## src/rtl/core/tmsbld_pkg.sv

```systemverilog
// ----------------------------------------------------------------------------
// tmsbld_pkg
// Shared types and constants of the two-mode signal bit-line decoder.
// ----------------------------------------------------------------------------
package tmsbld_pkg;

  localparam int unsigned LineDepthDef   = 63;
  localparam logic [15:0] ThresholdReset = 16'd1300;
  localparam logic [7:0]  NewlineByte    = 8'd10;
  localparam logic [7:0]  PrintLow       = 8'd31;
  localparam logic [7:0]  PrintHigh      = 8'd127;

  typedef enum logic [1:0] {
    MODE_NONE     = 2'd0,
    MODE_INTERVAL = 2'd1,
    MODE_SYMBOL   = 2'd2
  } mode_e;

  typedef enum logic {
    RES_VERDICT = 1'b0,
    RES_CHAR    = 1'b1
  } res_kind_e;

  typedef struct packed {
    logic        signal_kind;
    logic [31:0] time_us;
  } in_item_t;

  typedef struct packed {
    logic        result_kind;
    logic        line_ok;
    logic [7:0]  char_value;
    logic        last;
  } out_item_t;

  // printable or newline
  function automatic logic byte_fits(input logic [7:0] b);
    byte_fits = (b == NewlineByte) || ((b > PrintLow) && (b < PrintHigh));
  endfunction

endpackage

```

## src/rtl/core/tmsbld_ram.sv

```systemverilog
// ----------------------------------------------------------------------------
// tmsbld_ram
// Generic single-write, single-read RAM with a registered read port.
// ----------------------------------------------------------------------------
module tmsbld_ram #(
  parameter int unsigned WIDTH = 8,
  parameter int unsigned DEPTH = 64
) (
  input  logic                     clk_i,
  input  logic                     we_i,
  input  logic [$clog2(DEPTH)-1:0] waddr_i,
  input  logic [WIDTH-1:0]         wdata_i,
  input  logic                     re_i,
  input  logic [$clog2(DEPTH)-1:0] raddr_i,
  output logic [WIDTH-1:0]         rdata_o
);

  logic [WIDTH-1:0] mem_q [DEPTH];
  logic [WIDTH-1:0] rdata_q;

  always_ff @(posedge clk_i) begin
    if (we_i) begin
      mem_q[waddr_i] <= wdata_i;
    end
    // read data holds when no read is issued
    if (re_i) begin
      rdata_q <= mem_q[raddr_i];
    end
  end

  assign rdata_o = rdata_q;

endmodule

```

## src/rtl/core/two_mode_signal_bit_line_decoder_core.sv

```systemverilog
// ----------------------------------------------------------------------------
// two_mode_signal_bit_line_decoder_core
// Decodes signal events into bits and bytes, buffers a line in RAM and
// replays it with a leading verdict once a newline byte completes.
// ----------------------------------------------------------------------------
// An event is taken while idle; events that do not end a line give no item.
// A newline stalls the input: one verdict item, then one character item per
// cycle out of the line RAM, whose read port is registered, while the output
// is not stalled.
// Reset clears mode, bit and line state; the threshold resets to 1300.
// The line RAM is not cleared; only entries below the line length are read.
module two_mode_signal_bit_line_decoder_core #(
  parameter int unsigned LINE_DEPTH = tmsbld_pkg::LineDepthDef
) (
  input  logic                  clk_i,
  input  logic                  rst_ni,
  input  logic                  cfg_we_i,
  input  logic [15:0]           cfg_wdata_i,
  input  logic                  in_valid_i,
  output logic                  in_stall_o,
  input  tmsbld_pkg::in_item_t  in_i,
  output logic                  out_valid_o,
  input  logic                  out_stall_i,
  output tmsbld_pkg::out_item_t out_o
);
  import tmsbld_pkg::*;

  localparam int unsigned AW = $clog2(LINE_DEPTH);
  localparam int unsigned LW = $clog2(LINE_DEPTH + 1);
  localparam logic [LW-1:0] LenFull  = LW'(LINE_DEPTH - 1);
  localparam logic [LW-1:0] LenLimit = LW'(LINE_DEPTH);

  typedef enum logic [2:0] {
    ST_IDLE    = 3'b001,
    ST_VERDICT = 3'b010,
    ST_REPLAY  = 3'b100
  } state_e;

  state_e      state_q, state_d;
  logic [15:0] thr_q;
  mode_e       mode_q, mode_d;
  logic        pair_open_q, pair_open_d;
  logic [31:0] pair_start_q, pair_start_d;
  logic [2:0]  bit_cnt_q, bit_cnt_d;
  logic [7:0]  accum_q, accum_d;
  logic [LW-1:0] len_q, len_d;
  logic        bad_q, bad_d;
  logic [LW-1:0] rd_cnt_q, rd_cnt_d;
  logic        pend_q, pend_d;
  logic        pend_last_q, pend_last_d;
  logic        out_valid_q, out_valid_d;
  out_item_t   out_q, out_d;

  logic        accept;
  logic        bit_valid;
  logic        bit_val;
  logic [31:0] gap;
  logic [7:0]  byte_new;
  logic        wr_en;
  logic [AW-1:0] wr_addr;
  logic        out_free;
  logic        load_pend;
  logic        issue;
  logic [7:0]  rd_data;

  assign accept     = in_valid_i && !in_stall_o;
  assign in_stall_o = (state_q != ST_IDLE);
  assign out_free   = !out_valid_q || !out_stall_i;
  assign gap        = in_i.time_us - pair_start_q;
  assign byte_new   = accum_q | (8'h80 >> bit_cnt_q);
  assign wr_addr    = len_q[AW-1:0];

  assign load_pend  = (state_q == ST_REPLAY) && pend_q && out_free;
  assign issue      = (state_q == ST_REPLAY) && (rd_cnt_q != len_q)
                      && (!pend_q || load_pend);

  always_comb begin
    mode_d       = mode_q;
    pair_open_d  = pair_open_q;
    pair_start_d = pair_start_q;
    bit_cnt_d    = bit_cnt_q;
    accum_d      = accum_q;
    len_d        = len_q;
    bad_d        = bad_q;
    state_d      = state_q;
    rd_cnt_d     = rd_cnt_q;
    pend_d       = pend_q;
    pend_last_d  = pend_last_q;
    out_valid_d  = out_valid_q;
    out_d        = out_q;
    wr_en        = 1'b0;
    bit_valid    = 1'b0;
    bit_val      = 1'b0;

    if (!out_stall_i) begin
      out_valid_d = 1'b0;
    end

    // bit decode
    if (accept) begin
      unique case (mode_q)
        MODE_NONE: begin
          mode_d = in_i.signal_kind ? MODE_SYMBOL : MODE_INTERVAL;
        end
        MODE_INTERVAL: begin
          if (!pair_open_q) begin
            pair_open_d  = 1'b1;
            pair_start_d = in_i.time_us;
          end else begin
            pair_open_d = 1'b0;
            bit_valid   = 1'b1;
            bit_val     = (gap > {16'd0, thr_q});
          end
        end
        MODE_SYMBOL: begin
          bit_valid = 1'b1;
          bit_val   = in_i.signal_kind;
        end
        default: ;
      endcase
    end

    // byte assembly and line store
    if (bit_valid) begin
      bit_cnt_d = bit_cnt_q + 3'd1;
      accum_d   = bit_val ? byte_new : accum_q;
      if (bit_cnt_q == 3'd7) begin
        accum_d = 8'd0;
      end
    end
    if (bit_valid && bit_cnt_q == 3'd7) begin
      if ((bit_val ? byte_new : accum_q) != NewlineByte) begin
        if (len_q < LenFull) begin
          wr_en = 1'b1;
          len_d = len_q + LW'(1);
          if (!byte_fits(bit_val ? byte_new : accum_q)) begin
            bad_d = 1'b1;
          end
        end else begin
          bad_d = 1'b1;
        end
      end else begin
        if (len_q < LenLimit) begin
          wr_en = 1'b1;
          len_d = len_q + LW'(1);
        end
        state_d = ST_VERDICT;
      end
    end

    // verdict and replay
    unique case (state_q)
      ST_IDLE: ;
      ST_VERDICT: begin
        if (out_free) begin
          out_valid_d       = 1'b1;
          out_d.result_kind = RES_VERDICT;
          out_d.line_ok     = !bad_q;
          out_d.char_value  = 8'd0;
          out_d.last        = 1'b0;
          rd_cnt_d          = '0;
          pend_d            = 1'b0;
          state_d           = ST_REPLAY;
        end
      end
      ST_REPLAY: begin
        if (load_pend) begin
          out_valid_d       = 1'b1;
          out_d.result_kind = RES_CHAR;
          out_d.line_ok     = !bad_q;
          out_d.char_value  = rd_data;
          out_d.last        = pend_last_q;
          pend_d            = 1'b0;
          if (pend_last_q) begin
            len_d   = '0;
            bad_d   = 1'b0;
            state_d = ST_IDLE;
          end
        end
        if (issue) begin
          pend_d      = 1'b1;
          pend_last_d = ((rd_cnt_q + LW'(1)) == len_q);
          rd_cnt_d    = rd_cnt_q + LW'(1);
        end
      end
      default: state_d = ST_IDLE;
    endcase
  end

  tmsbld_ram #(
    .WIDTH(8),
    .DEPTH(LINE_DEPTH)
  ) u_line_ram (
    .clk_i  (clk_i),
    .we_i   (wr_en),
    .waddr_i(wr_addr),
    .wdata_i(bit_val ? byte_new : accum_q),
    .re_i   (issue),
    .raddr_i(rd_cnt_q[AW-1:0]),
    .rdata_o(rd_data)
  );

  always_ff @(posedge clk_i or negedge rst_ni) begin
    if (!rst_ni) begin
      state_q      <= ST_IDLE;
      thr_q        <= ThresholdReset;
      mode_q       <= MODE_NONE;
      pair_open_q  <= 1'b0;
      pair_start_q <= '0;
      bit_cnt_q    <= '0;
      accum_q      <= '0;
      len_q        <= '0;
      bad_q        <= 1'b0;
      rd_cnt_q     <= '0;
      pend_q       <= 1'b0;
      pend_last_q  <= 1'b0;
      out_valid_q  <= 1'b0;
    end else begin
      state_q      <= state_d;
      if (cfg_we_i) begin
        thr_q <= cfg_wdata_i;
      end
      mode_q       <= mode_d;
      pair_open_q  <= pair_open_d;
      pair_start_q <= pair_start_d;
      bit_cnt_q    <= bit_cnt_d;
      accum_q      <= accum_d;
      len_q        <= len_d;
      bad_q        <= bad_d;
      rd_cnt_q     <= rd_cnt_d;
      pend_q       <= pend_d;
      pend_last_q  <= pend_last_d;
      out_valid_q  <= out_valid_d;
    end
  end

  always_ff @(posedge clk_i) begin
    out_q <= out_d;
  end

  assign out_valid_o = out_valid_q;
  assign out_o       = out_q;

endmodule

```

## config.mk

```make
export PLATFORM = sky130hd
export DESIGN_NAME = two_mode_signal_bit_line_decoder_core
export DESIGN_NICKNAME = d
export VERILOG_FILES = /design/src/rtl/core/tmsbld_pkg.sv /design/src/rtl/core/tmsbld_ram.sv /design/src/rtl/core/two_mode_signal_bit_line_decoder_core.sv
export SDC_FILE = /design/constraint.sdc
export NUM_CORES = 1
export LEC_CHECK = 0
export BUFFER_PORTS_ARGS = -buffer_cell sky130_fd_sc_hd__buf_2
export CORE_MARGIN = 10
export CORE_UTILIZATION = 35
export CTS_BUF_LIST = sky130_fd_sc_hd__clkbuf_4
export CTS_CLUSTER_SIZE = 25
export DETAILED_ROUTE_END_ITERATION = 10
export GPL_ROUTABILITY_DRIVEN = 0
export GPL_TIMING_DRIVEN = 0
export PLACE_DENSITY = 0.61
export SETUP_SLACK_MARGIN = 0.2
export SLEW_MARGIN = 20
export SYNTH_ARGS = -nofsm -noshare
export SYNTH_HDL_FRONTEND = slang
export SYNTH_HIERARCHICAL = 1
export SYNTH_SLANG_ARGS = --single-unit
export TNS_END_PERCENT = 5
```

## constraint.sdc

```tcl
create_clock -name clk_i -period 7.2 [get_ports clk_i]
set_clock_uncertainty 0.2 [all_clocks]
set_input_delay 0.36 -clock clk_i [delete_from_list [all_inputs] [get_ports clk_i]]
set_output_delay 0.36 -clock clk_i [all_outputs]
set_load 0.03 [all_outputs]
```

=== Word level (Yosys, flattened, before mapping) ===
Memories as Yosys holds them, arrays and structs flattened. A register that Yosys moved wholly into a read port is not among the register bits.
Cells that the tools add are included.

* Add/subtract/negate cells: 4
* Multipliers: 0
* Divide/modulo/power cells: 0
* $lt $le $gt $ge: 5
* Eq/ne operators: 15
* Shift operators: 1
* Mux-type cells: 50
* Bitwise operators: 2
* Reductions and logical operators: 24

{| class="wikitable"
|+ Operators by type and width
! cell !! number
|-
| $mux W6 || 9
|-
| $gt A32 B16 Y1 || 1
|-
| $sub A32 B32 Y32 || 1
|-
| $mux W1 || 24
|-
| $mux W11 || 2
|-
| $pmux W11 S2 || 1
|-
| $mux W8 || 2
|-
| $mux W3 || 5
|-
| $add A6 B1 Y6 const B || 2
|-
| $lt A6 B6 Y1 const B || 2
|-
| $pmux W6 S2 || 1
|-
| $reduce_and A3 Y1 || 4
|-
| $pmux W3 S3 || 1
|-
| $eq A8 B4 Y1 const B || 1
|-
| $gt A8 B5 Y1 const B || 1
|-
| $lt A8 B7 Y1 const B || 1
|-
| $ne A8 B4 Y1 const B || 1
|-
| $or A8 B8 Y8 || 1
|-
| $pmux W1 S2 || 4
|-
| $shr A8 B3 Y8 const A || 1
|-
| $logic_and A1 B1 Y1 || 7
|-
| $eq A3 B3 Y1 const B || 2
|-
| $eq A6 B6 Y1 || 1
|-
| $ne A2 B2 Y1 const B || 3
|-
| 15 further kinds || 23
|}

* Register bits after elaboration: 92
* Latch bits: 0
* RAM bits: 504
* Bits in read-only memories: 0
* Bits of input ports: 54
* Output and inout bits: 13
* Word-level logic and storage cells: 119
* Memories kept: 1

{| class="wikitable"
|+ Memories
! name !! depth !! bits a word !! rd ports !! clocked after Yosys merged registers in !! wr ports !! line !! source
|-
| u_line_ram.mem_q || 63 || 8 || 1 || 1 || 1 || tmsbld_ram.sv:18 || <nowiki>logic [WIDTH-1:0] mem_q [DEPTH];</nowiki>
|}

=== Longest topological paths before layout ===
Gate-level depths: netlist of run 1.

* Depth after elaboration: 16
* Gate-level depth with buffers: 27
* Gate-level depth less buffers: 27

=== Hierarchy ===
The synthesis of run 1 kept the hierarchy.

{| class="wikitable"
|+ By module, submodules not included
! module !! instances !! cells each !! area an instance (um^2) !! sequential area each (um^2)
|-
| tmsbld_ram || 1 || 949 || 19,886.6 || 15,374.7
|-
| two_mode_signal_bit_line_decoder_core || 1 || 727 || 6,622.6 || 2,363.5
|}

=== Worst setup path before layout of run 1 ===
No wires, ideal clock.

* Kind: input -> register
* From: input in_i[0] (netlist bit)
* To: memory u_line_ram.mem_q[32][0] (enable)
* Library setup time: 0.383 ns
* Data arrival time: 6.368 ns
* Slack: 0.248 ns
* Cell stages on the path: 26
* Path through: inv_1 -> ha_1 -> fa_1 -> and2b_1 -> o2111ai_1 -> a21o_1 -> and2_1 -> o21ai_0 -> xor2_1 -> ha_1 -> a21o_1 -> a21oi_2 -> a21oi_1 -> or4b_4 -> a2111oi_4 -> o2111ai_1 -> or4_1 -> nor4_2 -> a21oi_1 -> a21oi_4 -> a21o_4 -> nand3_2 -> inv_1 -> nor4bb_1 -> nand2b_1 -> nor3_1

* Word-level cells in the longest chain between the ends: 11

{| class="wikitable"
|+ RTL lines
! element !! line !! source
|-
| start, declared || two_mode_signal_bit_line_decoder_core.sv:21 || <nowiki>input tmsbld_pkg::in_item_t in_i,</nowiki>
|-
| $sub A32 B32 Y32 || two_mode_signal_bit_line_decoder_core.sv:69 || <nowiki>assign gap = in_i.time_us - pair_start_q;</nowiki>
|-
| $gt A32 B16 Y1 || two_mode_signal_bit_line_decoder_core.sv:112 || <nowiki>bit_val = (gap > {16'd0, thr_q});</nowiki>
|-
| $mux W1 || two_mode_signal_bit_line_decoder_core.sv:106 || <nowiki>if (!pair_open_q) begin</nowiki>
|-
| $pmux W1 S2 || two_mode_signal_bit_line_decoder_core.sv:101 || <nowiki>unique case (mode_q)</nowiki>
|-
| $mux W1 || two_mode_signal_bit_line_decoder_core.sv:100 || <nowiki>if (accept) begin</nowiki>
|-
| $mux W8 || two_mode_signal_bit_line_decoder_core.sv:132 || <nowiki>if ((bit_val ? byte_new : accum_q) != NewlineByte) begin</nowiki>
|-
| $ne A8 B4 Y1 || two_mode_signal_bit_line_decoder_core.sv:132 ||
|-
| $mux W1 || two_mode_signal_bit_line_decoder_core.sv:132 ||
|-
| $mux W1 || two_mode_signal_bit_line_decoder_core.sv:131 || <nowiki>if (bit_valid && bit_cnt_q == 3'd7) begin</nowiki>
|-
| named net wr_en || two_mode_signal_bit_line_decoder_core.sv:59 || <nowiki>logic wr_en;</nowiki>
|-
| $mux W1 || tmsbld_ram.sv:22 || <nowiki>if (we_i) begin</nowiki>
|-
| $mux W1 (not written as such) || tmsbld_ram.sv:23 || <nowiki>mem_q[waddr_i] <= wdata_i;</nowiki>
|-
| end, declared || tmsbld_ram.sv:18 ||
|}

The timed path passes the listed nets, and every way through them passes these cells.

=== Worst setup path after layout of run 1 ===
* From: register pair_start_q[0]
* To: memory u_line_ram.mem_q[5][4] (enable)

* Word-level cells in the longest chain between the ends: 11

{| class="wikitable"
|+ RTL lines
! element !! line !! source
|-
| start, declared || two_mode_signal_bit_line_decoder_core.sv:43 || <nowiki>logic [31:0] pair_start_q, pair_start_d;</nowiki>
|-
| start signal, assigned || two_mode_signal_bit_line_decoder_core.sv:225 || <nowiki>pair_start_q <= pair_start_d;</nowiki>
|-
| $sub A32 B32 Y32 || two_mode_signal_bit_line_decoder_core.sv:69 ||
|-
| $gt A32 B16 Y1 || two_mode_signal_bit_line_decoder_core.sv:112 ||
|-
| $mux W1 || two_mode_signal_bit_line_decoder_core.sv:106 ||
|-
| $pmux W1 S2 || two_mode_signal_bit_line_decoder_core.sv:101 ||
|-
| $mux W1 || two_mode_signal_bit_line_decoder_core.sv:100 ||
|-
| $mux W8 || two_mode_signal_bit_line_decoder_core.sv:132 ||
|-
| $ne A8 B4 Y1 || two_mode_signal_bit_line_decoder_core.sv:132 ||
|-
| $mux W1 || two_mode_signal_bit_line_decoder_core.sv:132 ||
|-
| $mux W1 || two_mode_signal_bit_line_decoder_core.sv:131 ||
|-
| named net wr_en || two_mode_signal_bit_line_decoder_core.sv:59 ||
|-
| $mux W1 || tmsbld_ram.sv:22 ||
|-
| $mux W1 (not written as such) || tmsbld_ram.sv:23 ||
|}

The timed path passes the listed nets, and every way through them passes these cells.

==> results of run 1 <==
## worst max path at each step
stage	depth (start not counted)	end	slack (ns)
CTS	27	u_line_ram/mem_q[9][4]	0.18
global route	29	u_line_ram/mem_q[31][2]	0.09
floorplan	26	u_line_ram/mem_q[32][0]	0.25
detailed placement	24	u_line_ram/mem_q[13][5]	-1.48
finish	30	u_line_ram/mem_q[5][4]	0.33
global placement	28	u_line_ram/mem_q[34][4]	-1.70
## routing by layer
metal | global-route usage (%) | routed length, um | share of wire, %
met5 | 0 | 30 | 0.042
met4 | 6.34 | 2100 | 2.9
met3 | 4.67 | 5940 | 8.3
met2 | 25.7 | 33700 | 47
met1 | 20.8 | 29500 | 41
## cells in the mapped netlist (6+ instances only)
| master | instances | area [um^2] |
|---|---|---|
| a21o_1 | 16 | 120 |
| a21oi_1 | 62 | 310 |
| a221oi_1 | 6 | 52.6 |
| a22o_1 | 14 | 123 |
| a22oi_1 | 14 | 105 |
| a31oi_1 | 6 | 37.5 |
| and2_1 | 23 | 144 |
| and3_1 | 10 | 62.6 |
| buf_2 | 14 | 70.1 |
| buf_4 | 6 | 45.0 |
| buf_6 | 6 | 67.6 |
| clkbuf_1 | 49 | 184 |
| dfrtp_1 | 76 | 1900 |
| edfxtp_1 | 523 | 15700 |
| ha_1 | 58 | 726 |
| inv_1 | 61 | 229 |
| mux2_2 | 38 | 428 |
| mux2i_1 | 30 | 300 |
| mux4_2 | 115 | 2590 |
| nand2_1 | 106 | 398 |
| nand2b_1 | 11 | 68.8 |
| nand3_1 | 36 | 180 |
| nand3b_1 | 8 | 60.1 |
| nand4_1 | 23 | 144 |
| nor2_1 | 101 | 379 |
| nor2b_1 | 12 | 75.1 |
| nor3_1 | 13 | 65.1 |
| o211ai_1 | 15 | 113 |
| o21a_1 | 11 | 82.6 |
| o21ai_0 | 61 | 305 |
| o21ai_1 | 6 | 30.0 |
| o22ai_1 | 8 | 50.1 |
| o311ai_0 | 6 | 52.6 |
| or2_2 | 6 | 37.5 |
| xnor2_1 | 16 | 140 |
| xor2_1 | 13 | 114 |
## cell families after synthesis
family,Yosys count,synth area share (%)
AND/OR/NAND/NOR,381,7.13
XOR/XNOR,29,0.958
AO/OA/AOI/OAI,280,7.32
flip-flops,604,66.9
multiplexers,183,12.5
adder cells (fa/ha/maj),59,2.81
buffers and inverters,140,2.35
## power breakdown
group / leakage [nW] / switching, W / internal (W) / total, W
combinational: 4.27 / 0.00114 / 0.000790 / 0.00193
clock: 1.18 / 0.00143 / 0.00153 / 0.00297
sequential: 5.78 / 0.0000965 / 0.00398 / 0.00408
total: 11.2 / 0.00267 / 0.00631 / 0.00898
## sequential cells by signal (all words and copies together), names as in the netlist, 3 cells and up
| name | cells |
|---|---|
| len_q | 6 |
| u_line_ram/mem_q | 504 |
| accum_q | 8 |
| u_line_ram/rdata_o | 8 |
| pair_start_q | 32 |
| rd_cnt_q | 6 |
| thr_q | 16 |
| bit_cnt_q | 3 |
| state_q | 3 |
| out_o | 11 |
## worst min-delay path: stages
cell,delay [ns]
dlygate4sd3_1,0.54
buf_2,0.15
inv_1,0.08
o21ai_0,0.09
## timing repair
item	4_1_cts	5_1_grt
hold buffers	136	0
endpoints found under the hold margin	156	0
endpoints found under the setup margin	582	504
resized for setup	152	27
pin swaps	20	24
buffers inserted	25	11
## layout make-up
class	count	area share, %
well taps	969	3.71
inverters	61	0.719
repair buffers	243	6.83
diodes	2	0.0153
flip-flops and latches	604	54.2
plain buffers	79	1.20
multi-input cells	932	27.2
clock buffers	227	5.21
clock inverters	41	0.883
## through the flow
stage	util [%]	instance area [um^2]	total power (W)
final	43.7	32700	0.00898
after global routing	43.7	32700	0.00945
after CTS	43.4	32500	0.00895
after detailed placement	37.7	28200	0.00584
after global placement	37.5	28100	0.00578
after floorplan	-	26500	0.00539
==> results.md, run 1 <==
- The data required time of the worst path is 7.70 ns.
- The worst hold path was traced through 4 stages.
- The total global-route track usage is 16.2%.
- Once routing completed, OpenROAD measured the worst setup slack at 0.334 ns.
- The buffers plus inverters on the worst setup path is 6.
- The worst setup path is captured at a flip-flop.
- Tracing the worst setup path back leads to its startpoint at pair_start_q[0].
- Clock-pin slew was measured on the worst setup and hold paths at 0.06 ns.
- The clock tree from TritonCTS is yes.
- The number of hold violations in the final report is 0.
- The most used flip-flop cell after synthesis is edfxtp_1.
- The core footprint is 74800 um^2.
- IR analysis of the VDD net gives a maximum drop of 110 uV.
- For this run, the slowest stage of the critical path takes 0.58 ns.
- Once the floorplan was initialized, standard cells occupied 35.4% of the core.
- After synthesis, the share of flip-flops with an asynchronous set or reset is 13.4%.
- The final period utilization is 95.4%.
- The arrival time reported for the critical path endpoint is 7.37 ns.
- Hold timing on the final database bottoms out at a slack of 0.149 ns.
- The mean instance size in the synthesized netlist is 15.8 um^2.
- For this run, the top clock speed supported by timing is 0.146 GHz.
- The cell area after synthesis is 26500 um^2.
- Counting cells, the worst reg-to-reg path comes to 30.
- In this design, the largest share of critical-path delay is due to simple AND/OR/NAND/NOR gates.
- The cell that appears most often on the critical path is buf_12.
- The share of final-layout standard cells stronger than drive strength 1 is 30.5%.
- The number of DRC markers after the initial detailed-route iteration is 1527.
- The number of standard-cell rows in the floorplan is 100.
- The number of fill cells in the layout is 6565.
- The setup TNS is 0 ns.
- The count of flip-flops with a built-in enable after synthesis is 523.
- The launch instance of the worst register-to-register path is pair_start_q[0].
- The critical path is of the flip-flop to flip-flop type.
- The part of the Yosys area used for sequential elements is 66.9%.
- After detailed placement, the design holds a cell count of 2716.
- The final-report setup violation count is 0.
- In this run the worst hold path is classified as input pin to flip-flop.
- The number of slew-limit violations in the final report is 0.
- The kind of start point of the critical path is a flip-flop.
- Once detail routing completed, the nets flagged for antenna violations numbered 0.
- The flow ran to the end, and the final reports show no timing, DRC or antenna violations.
- The initial antenna violation count came to 2.
- Dividing total power by cell area gives a power density of 274 nW/um^2.
- The worst hold path terminates at pair_start_q[1].
- In the layout the commonest cells are edfxtp_1 (523), clkbuf_4 (227), dlygate4sd3_1 (135).
- The area of the die is 87100 um^2.
- The startpoint of the worst hold path is in_i[1].
- The routed wire length is 71300 um.
- Setup repair after global routing could not meet its margin everywhere.
- During I/O placement, the number of pins put on the boundary was 67.
- The first detailed-routing pass ran for 6 iterations.
- Entering global routing, the biggest net connects 66 pins.
- The final net count is 2190.
- Dividing the detail-routed via count by the number of cells gives 5.44.
- The area used by sequential logic in the layout is 17700 um^2.
- The H-tree was split into 4 levels.
- Relative to the synthesized area, the layout overhead comes to 23.4%.
- On the critical path, the stage with the largest delay is an instance of or4b_4.
- The routed design could run at a clock period as short as 6.87 ns.
- In this run the worst path has a maximum fanout of 7.
- The library cell used as clock root buffer is clkbuf_4.
- Excluding fillers, the count of instances in the completed layout stands at 3158.
- The tree built by TritonCTS fans out to 604 sinks.
- After technology mapping, the gate count stands at 1676.
- In the final layout, the multi-input gates occupy 8910 um^2.
- The count of state elements after synthesis is 604.
- The post-detailed-placement half-perimeter wirelength is 44800 um.
- The end of the worst register-to-register path is u_line_ram/mem_q[5][4].
- The die is 295 um tall.
- The clock passes through at most 3 buffers.
- The library cell used most frequently in the layout, excluding fill and tap cells, is edfxtp_1.
- The aggregate global routing overflow is 0.
- At the pin with the least slew margin, the transition time is 1.14 ns.
- The number of buffers inserted during clock tree synthesis is 156.
- In this run the static leakage power is 11.2 nW.
- The wire length of the first global-routing pass is 107000 um.
- In the final routed layout, each cell accounts on average for 22.6 um.
- At the later pin of the worst-skew pair, clock insertion delay measures 0.98 ns.
- The width of the die is 295 um.
- The detailed-route via count is 17200.
- The number of distinct library cell variants in the gate-level netlist after synthesis is 84.
- The pre-CTS setup slack is -1.48 ns.
- The number of warnings reported in the yosys synthesis log is 6.
- The setup slack on the worst flop-to-flop path is 0.33 ns.
- The max-capacitance violation count is 0.
- During placement, the flow inserted port buffers numbering 66.
- The worst pin sits at a relative slew slack of 23.8%.
- Synthesis produced a netlist with a net count of 1789.
- The via count of the first global-routing pass is 17700.
- In the routed design, unresolved DRC markers number 0.
Power figures use the tool's default switching activity.
==> inputs of run 2 (changes only) <==
--- a/config.mk
+++ b/config.mk
@@ -7,13 +7,13 @@
 export LEC_CHECK = 0
 export BUFFER_PORTS_ARGS = -buffer_cell sky130_fd_sc_hd__buf_2
 export CORE_MARGIN = 10
-export CORE_UTILIZATION = 35
+export CORE_UTILIZATION = 40
 export CTS_BUF_LIST = sky130_fd_sc_hd__clkbuf_4
 export CTS_CLUSTER_SIZE = 25
 export DETAILED_ROUTE_END_ITERATION = 10
 export GPL_ROUTABILITY_DRIVEN = 0
 export GPL_TIMING_DRIVEN = 0
-export PLACE_DENSITY = 0.61
+export PLACE_DENSITY = 0.67
 export SETUP_SLACK_MARGIN = 0.2
 export SLEW_MARGIN = 20
 export SYNTH_ARGS = -nofsm -noshare
==> results.md, run 2 (synthesized netlist as in run 1, its figures left out) <==
- The run finished, with violations left.
- The final reports fail on DRC.
- The area of the die is 77000 um^2.
- The register with the most flip-flops in the layout has 504 of them.
- IR analysis of the VDD net gives a maximum drop of 157 uV.
- The via count of the first global-routing pass was 17700.
- The static leakage power is 11.3 nW.
- STA puts the critical path data required time at 7.71 ns.
- The clock power share is 32.5%.
- The clock slew seen by the registers of the worst setup and hold paths is 0.06 ns.
- The core footprint is 65700 um^2.
- In this run the clock root is driven by a clkbuf_4.
- The transition at the pin with the smallest max-transition slack is 1.02 ns.
- The sequential group share of total power is 45.8%.
- Timing would allow up to 0.143 GHz.
- Dividing total power by cell area gives a power density of 274 nW/um^2.
- The slowest stage of the critical path belongs to the cell or4_4.
- Leaving out filler cells and counting taps, the final layout contains 3055.
- The die height is 277 um.
- The arrival time reported for the critical path endpoint is 7.50 ns.
- The initial antenna violation count is 2.
- The number of vias per cell after detailed routing is 5.68.
- The worst relative slew slack is 31.9%.
- The setup check on the worst reg-to-reg path leaves a slack of 0.22 ns.
- The initial utilization of the core area, before any placement, comes to 40.3%.
- After routing the design area is 32600 um^2.
- The top fanout value on the critical path is 8.
- Global routing used 18.1% of the available tracks across all layers.
- For this run the aggregate overflow at the end of global routing stands at 0.
- The buffers plus inverters on the worst setup path is 6.
- The wire length of the first global-routing pass is 106000 um.
- The post-detailed-placement half-perimeter wirelength is 43700 um.
- The area added between synthesis and finish is 22.9%.
- The number of slew-limit violations in the final report came to 0.
- The number of cells on the worst reg-to-reg path is 30.
- The CTS sink count is 604.
- The kind of start point of the critical path is a flip-flop.
- During I/O placement, the number of pins put on the boundary was 67.
- In this design, the stage delay of the slowest critical-path cell is 0.58 ns.
- The combinational fraction of design power is 21.7%.
- The setup TNS is 0 ns.
- In this run, CTS created clock tree buffers numbering 153.
- The startpoint of the worst hold path is in_i[6].
- The largest registers in the layout are u_line_ram/mem_q: 504 flops, pair_start_q: 32 flops, thr_q: 16 flops.
- The routed wire length is 71000 um.
- Internal power comes to 0.00627 W.
- In the layout the commonest cells are edfxtp_1 (523), clkbuf_4 (221), dlygate4sd3_1 (132).
- Once detail routing completed, the nets flagged for antenna violations numbered 0.
- The critical setup path kind is flip-flop to flip-flop.
- The final critical-path required period is 6.98 ns.
- The switching power summed over all nets is 0.00264 W.
- The number of I/O port buffers is 66.
- Ranked by flip-flop count, first place goes to u_line_ram/mem_q.
- The critical path's top delay family is simple AND/OR/NAND/NOR gates.
- The average wire per cell in the routed design is 23.2 um.
- Setup repair after global routing could not meet its margin everywhere.
- The final net count is 2189.
- The detailed router finished its first iteration with 1751 violations.
- Summing all placed instances gives a cell area of 28100 um^2.
- Clock latency on the worst-skew pair, taken at its later pin, is 0.98 ns.
- The startpoint identified for the worst register-to-register timing path is pair_start_q[0].
- The number of buffers between clock root and the deepest sink is 3.
- TritonCTS built the clock tree.
- The number of hold violations in the final report is 0.
- Counting tap cells, the placed design contains a total of 2610 instances.
- The worst hold path cell count is 3.
- The endpoint identified for the worst register-to-register timing path is u_line_ram/mem_q[29][0].
- The critical path crosses 30 cells after its start point.
- The number of fill cells in the layout is 5361.
- STA classifies the critical path endpoint as a flip-flop.
- The maximum number of pins on one net before global-route repair is 66.
- The width of the die is 277 um.
- The share of final-layout standard cells stronger than drive strength 1 is 30.5%.
- The library cell used most frequently in the layout, excluding fill and tap cells, is edfxtp_1.
- Across the run, the number of max-cap violations was 0.
- For this block, the via count after detailed routing is 17300.
- In this run switching power makes up 29.7% of total power.
- The clock tree synthesis step divided the H-tree into 4 levels.
- The worst path uses 97.0% of the clock period.
- After detailed routing, the number of remaining DRC violations is 2.
- The final-report setup violation count is 0.
- The number of standard-cell rows in the floorplan is 94.
- The worst hold path class is input pin to flip-flop.
- The pre-antenna-repair detailed-routing pass consisted of 8 iterations.
- Counting stages on the worst path, the most repeated cell is buf_4.
- The capture endpoint of the worst hold path is pair_start_q[6].
run 2: cell count changes in the layout (fill, tap and decap cells not counted), sizes merged:
cell,change
clkbuf,-6
buf,+5
inv,+4
dlygate4sd3,-3
clkinv,+1
clkinvlp,+1
run 2: worst register-to-register path, delay by kind of cell (launching register included):
| kind | cells | cell delay, ns |
|---|---|---|
| flip-flops | 1 | 0.42 |
| AND/OR/NAND/NOR | 11 | 2.63 |
| XOR/XNOR | 1 | 0.20 |
| adder cells (fa/ha/maj) | 3 | 0.83 |
| buffers and inverters | 6 | 1.08 |
| AO/OA/AOI/OAI | 9 | 1.43 |
run 2: worst max-delay path by stage:
stage                               start                 endpoint  slack (ns)
after global routing      pair_start_q[0]  u_line_ram/mem_q[13][1]      -0.004
after global placement            in_i[0]  u_line_ram/mem_q[13][0]       -1.30
after CTS                 pair_start_q[0]  u_line_ram/mem_q[34][4]        0.25
final                     pair_start_q[0]  u_line_ram/mem_q[29][0]        0.22
after floorplan                   in_i[0]  u_line_ram/mem_q[32][0]        0.25
after detailed placement          in_i[0]  u_line_ram/mem_q[53][0]       -1.36
run 2: metrics by stage:
step                      worst slack, ns  utilization, %  total power, W  hold WS [ns]
after floorplan                     0.248               -         0.00539        -0.136
after global placement              -1.30            42.5         0.00576         0.270
after detailed placement            -1.36            42.7         0.00584         0.104
after CTS                           0.253            49.1         0.00886       0.00843
after global routing             -0.00389            49.5         0.00940        0.0366
final                               0.218            49.5         0.00891        0.0667
run 2: layer usage:
| layer | wire, um | track usage [%] | up-vias |
|---|---|---|---|
| li1 | - | - | 7505 |
| met1 | 27500 | 23.0 | 8738 |
| met2 | 33900 | 28.4 | 906 |
| met3 | 7160 | 5.55 | 191 |
| met4 | 2380 | 7.30 | 0 |
| met5 | 0 | 0 | - |
run 2: timing repair:
item                       4_1_cts  5_1_grt
resized for setup              153       19
hold endpoints to repair       157        0
setup endpoints to repair      534      510
buffers inserted                25       17
hold buffers                   133        0
pin swaps                       17       18
run 2: cell type report:
type	instances	area (um^2)	area share, %
Multi-Input combinational cell	932	8900	27.3
Buffer	79	397	1.22
Clock buffer	221	1660	5.09
Antenna cell	2	5.00	0.0154
Tap cell	864	1080	3.32
Sequential cell	604	17700	54.5
Clock inverter	47	284	0.872
Timing Repair Buffer	245	2270	6.97
Inverter	61	233	0.715
run 2: power groups by stage:
stage          sequential, W  clock [W]  combinational [W]
5_1_grt              0.00409    0.00316            0.00214
2_1_floorplan        0.00412          0            0.00128
3_5_place_dp         0.00414          0            0.00170
4_1_cts              0.00407    0.00296            0.00182
3_3_place_gp         0.00414          0            0.00162
6_report             0.00408    0.00290            0.00193
==> inputs of run 3 (changes only) <==
--- a/config.mk
+++ b/config.mk
@@ -13,7 +13,7 @@
 export DETAILED_ROUTE_END_ITERATION = 10
 export GPL_ROUTABILITY_DRIVEN = 0
 export GPL_TIMING_DRIVEN = 0
-export PLACE_DENSITY = 0.67
+export PLACE_DENSITY = 0.58
 export SETUP_SLACK_MARGIN = 0.2
 export SLEW_MARGIN = 20
 export SYNTH_ARGS = -nofsm -noshare
==> results.md, run 3 (synthesized netlist as in run 1, its figures left out) <==
- After layout, the design draws a total of 0.00905 W.
- In this run the horizontal extent of the chip is 277 um.
- The critical setup path kind is flip-flop to flip-flop.
- The area after detailed placement is 28100 um^2.
- The kind of start point of the critical path is a flip-flop.
- The startpoint of the worst hold path is in_i[32].
- The worst hold path class is input pin to flip-flop.
- The top-level I/O count is 67.
- The clock tree from TritonCTS is yes.
- The detailed-route via count is 17300.
- The transition at the pin with the smallest max-transition slack is 1.12 ns.
- The register bank with the most flops is u_line_ram/mem_q.
- The setup slack on the worst flop-to-flop path is 0.27 ns.
- Setup violations remaining at the end of the flow were counted as 0.
- The initialized floorplan defines 94 standard-cell rows.
- Counting along the longest clock path gives a buffer depth of 3.
- The flow ran to the end, and the final reports show no timing, DRC or antenna violations.
- Based on the critical path, the design can be clocked at up to 0.144 GHz.
- The maximum number of pins on one net before global-route repair is 66.
- The final critical-path required period is 6.93 ns.
- The number of vias per cell after detailed routing is 5.62.
- Counting stages on the worst path, the most repeated cell is buf_4.
- Of the available clock period, the critical path in the final layout requires 96.3%.
- The worst hold path cell count is 3.
- The number of I/O port buffers is 66.
- Setup repair after global routing could not meet its margin everywhere.
- The number of hold violations in the final report came to 0.
- The launch instance of the worst register-to-register path is pair_start_q[0].
- The number of slew-limit violations in the final report is 0.
- The library cell used as clock root buffer is clkbuf_4.
- The count of nets left with antenna violations once routing finished came out at 0.
- The end of the worst register-to-register path is u_line_ram/mem_q[32][3].
- The initial utilization of the core area, before any placement, comes to 40.3%.
- For this run, the total global-route usage over all layers was measured as 18.8%.
- Along the worst path, the maximum fanout reaches 8.
- The number of DRC markers after the initial detailed-route iteration is 1587.
- The cell area after layout is 32900 um^2.
- The maximum level of the CTS H-tree is 4.
- Counting cells, the worst reg-to-reg path comes to 29.
- The first detailed-routing pass ran for 7 iterations.
- After detailed placement, the design holds a cell count of 2611.
- In this run the static leakage power is 11.4 nW.
- The number of flip-flops under the largest register name is 504.
- The initial antenna violation count is 2.
- The final net count is 2215.
- Leaving out filler cells and counting taps, the final layout contains 3078.
- The post-detailed-route DRC marker count is 0.
- The largest registers in the layout are u_line_ram/mem_q: 504 flops, pair_start_q: 32 flops, thr_q: 16 flops.
- The arrival time reported for the critical path endpoint is 7.38 ns.
- Leaving out fill and tap cells, the most frequent cell in the layout is edfxtp_1.
- The area of the die is 77000 um^2.
- The path with the worst hold slack has its endpoint at mode_q[1].
- The routed wire length is 72800 um.
- The wire length of the first global-routing pass is 110000 um.
- The clock slew seen by the registers of the worst setup and hold paths is 0.07 ns.
- The clock latency on the worst-skew pair is 0.99 ns.
- In this design, the stage delay of the slowest critical-path cell is 0.58 ns.
- The via count of the first global-routing pass is 17700.
- The post-detailed-placement half-perimeter wirelength is 46200 um.
- The final core area utilization is 50.1%.
- The aggregate global routing overflow is 0.
- The core footprint is 65700 um^2.
- The average wire per cell in the routed design is 23.7 um.
- The worst relative slew slack is 25.1%.
- Counting the buffers created by CTS gives 158.
- In the layout the commonest cells are edfxtp_1 (523), clkbuf_4 (217), dlygate4sd3_1 (135).
- The maximum resistive drop on vdd is 123 uV.
- The area added between synthesis and finish is 24.3%.
- In this run the power density over the cells is 275 nW/um^2.
- Max-cap violations in this run came to 0.
- The CTS sink count is 604.
- The slowest cell on the critical path is or4b_4.
- The share of final-layout standard cells stronger than drive strength 1 is 31.2%.
- The data required time of the worst path is 7.65 ns.
- The floorplan step set the die height to 277 um.
- STA classifies the critical path endpoint as a flip-flop.
==> run 3: metrics by stage <==
| stage | hold WS, ns | TNS [ns] | setup WS (ns) |
|---|---|---|---|
| floorplan | -0.136 | 0 | 0.248 |
| global route | 0.0521 | 0 | 0.0340 |
| CTS | 0.00864 | 0 | 0.153 |
| finish | 0.0950 | 0 | 0.267 |
| detailed placement | 0.123 | -604.31 | -1.37 |
| global placement | 0.267 | -821.87 | -1.79 |
==> run 3: worst max-delay path by stage <==
stage                     depth (start not counted)       startpoint  slack [ns]                 endpoint
after CTS                                        31  pair_start_q[0]        0.15   u_line_ram/mem_q[5][0]
after global placement                           28          in_i[0]       -1.79  u_line_ram/mem_q[34][1]
after floorplan                                  26          in_i[0]        0.25  u_line_ram/mem_q[32][0]
after detailed placement                         24          in_i[4]       -1.37  u_line_ram/mem_q[39][1]
final                                            29  pair_start_q[0]        0.27  u_line_ram/mem_q[32][3]
after global routing                             31  pair_start_q[0]        0.03   u_line_ram/mem_q[5][0]
==> run 3: timing repair <==
action,4_1_cts,5_1_grt
gates cloned,0,0
hold endpoints to repair,159,0
buffers inserted,50,9
setup endpoints to repair,596,536
resized for setup,166,19
hold buffers,136,0
pin swaps,40,19
==> run 3: critical path, delay by kind of cell, from the launching register on <==
kind / cells / cell delay [ns]
compound gates: 10 / 1.58
fa+ha+maj: 3 / 0.83
xor+xnor: 1 / 0.19
flops: 1 / 0.41
buf+inv: 5 / 0.89
simple gates: 10 / 2.54
==> run 3: power by group <==
group          leakage, nW  internal (W)  switching, W
registers             5.78       0.00398     0.0000999
logic                 4.40      0.000818       0.00119
clock network         1.18       0.00150       0.00146
total                 11.4       0.00630       0.00275
==> run 3: area by class of cell <==
cell class | count | area [um^2]
Clock buffer | 217 | 1630
Antenna cell | 3 | 7.51
Timing Repair Buffer | 266 | 2530
Fill cell | 5442 | 32800
Clock inverter | 52 | 378
Tap cell | 864 | 1080
Buffer | 79 | 394
Inverter | 61 | 235
Sequential cell | 604 | 17700
Multi-Input combinational cell | 932 | 8940
==> run 3: metal layers <==
layer	vias to the layer above	GRT usage, %	routed length, um
li1	7589	-	-
met2	734	30.0	34900
met5	-	0	0
met1	8831	24.2	30200
met4	0	7.28	2050
met3	156	4.72	5710
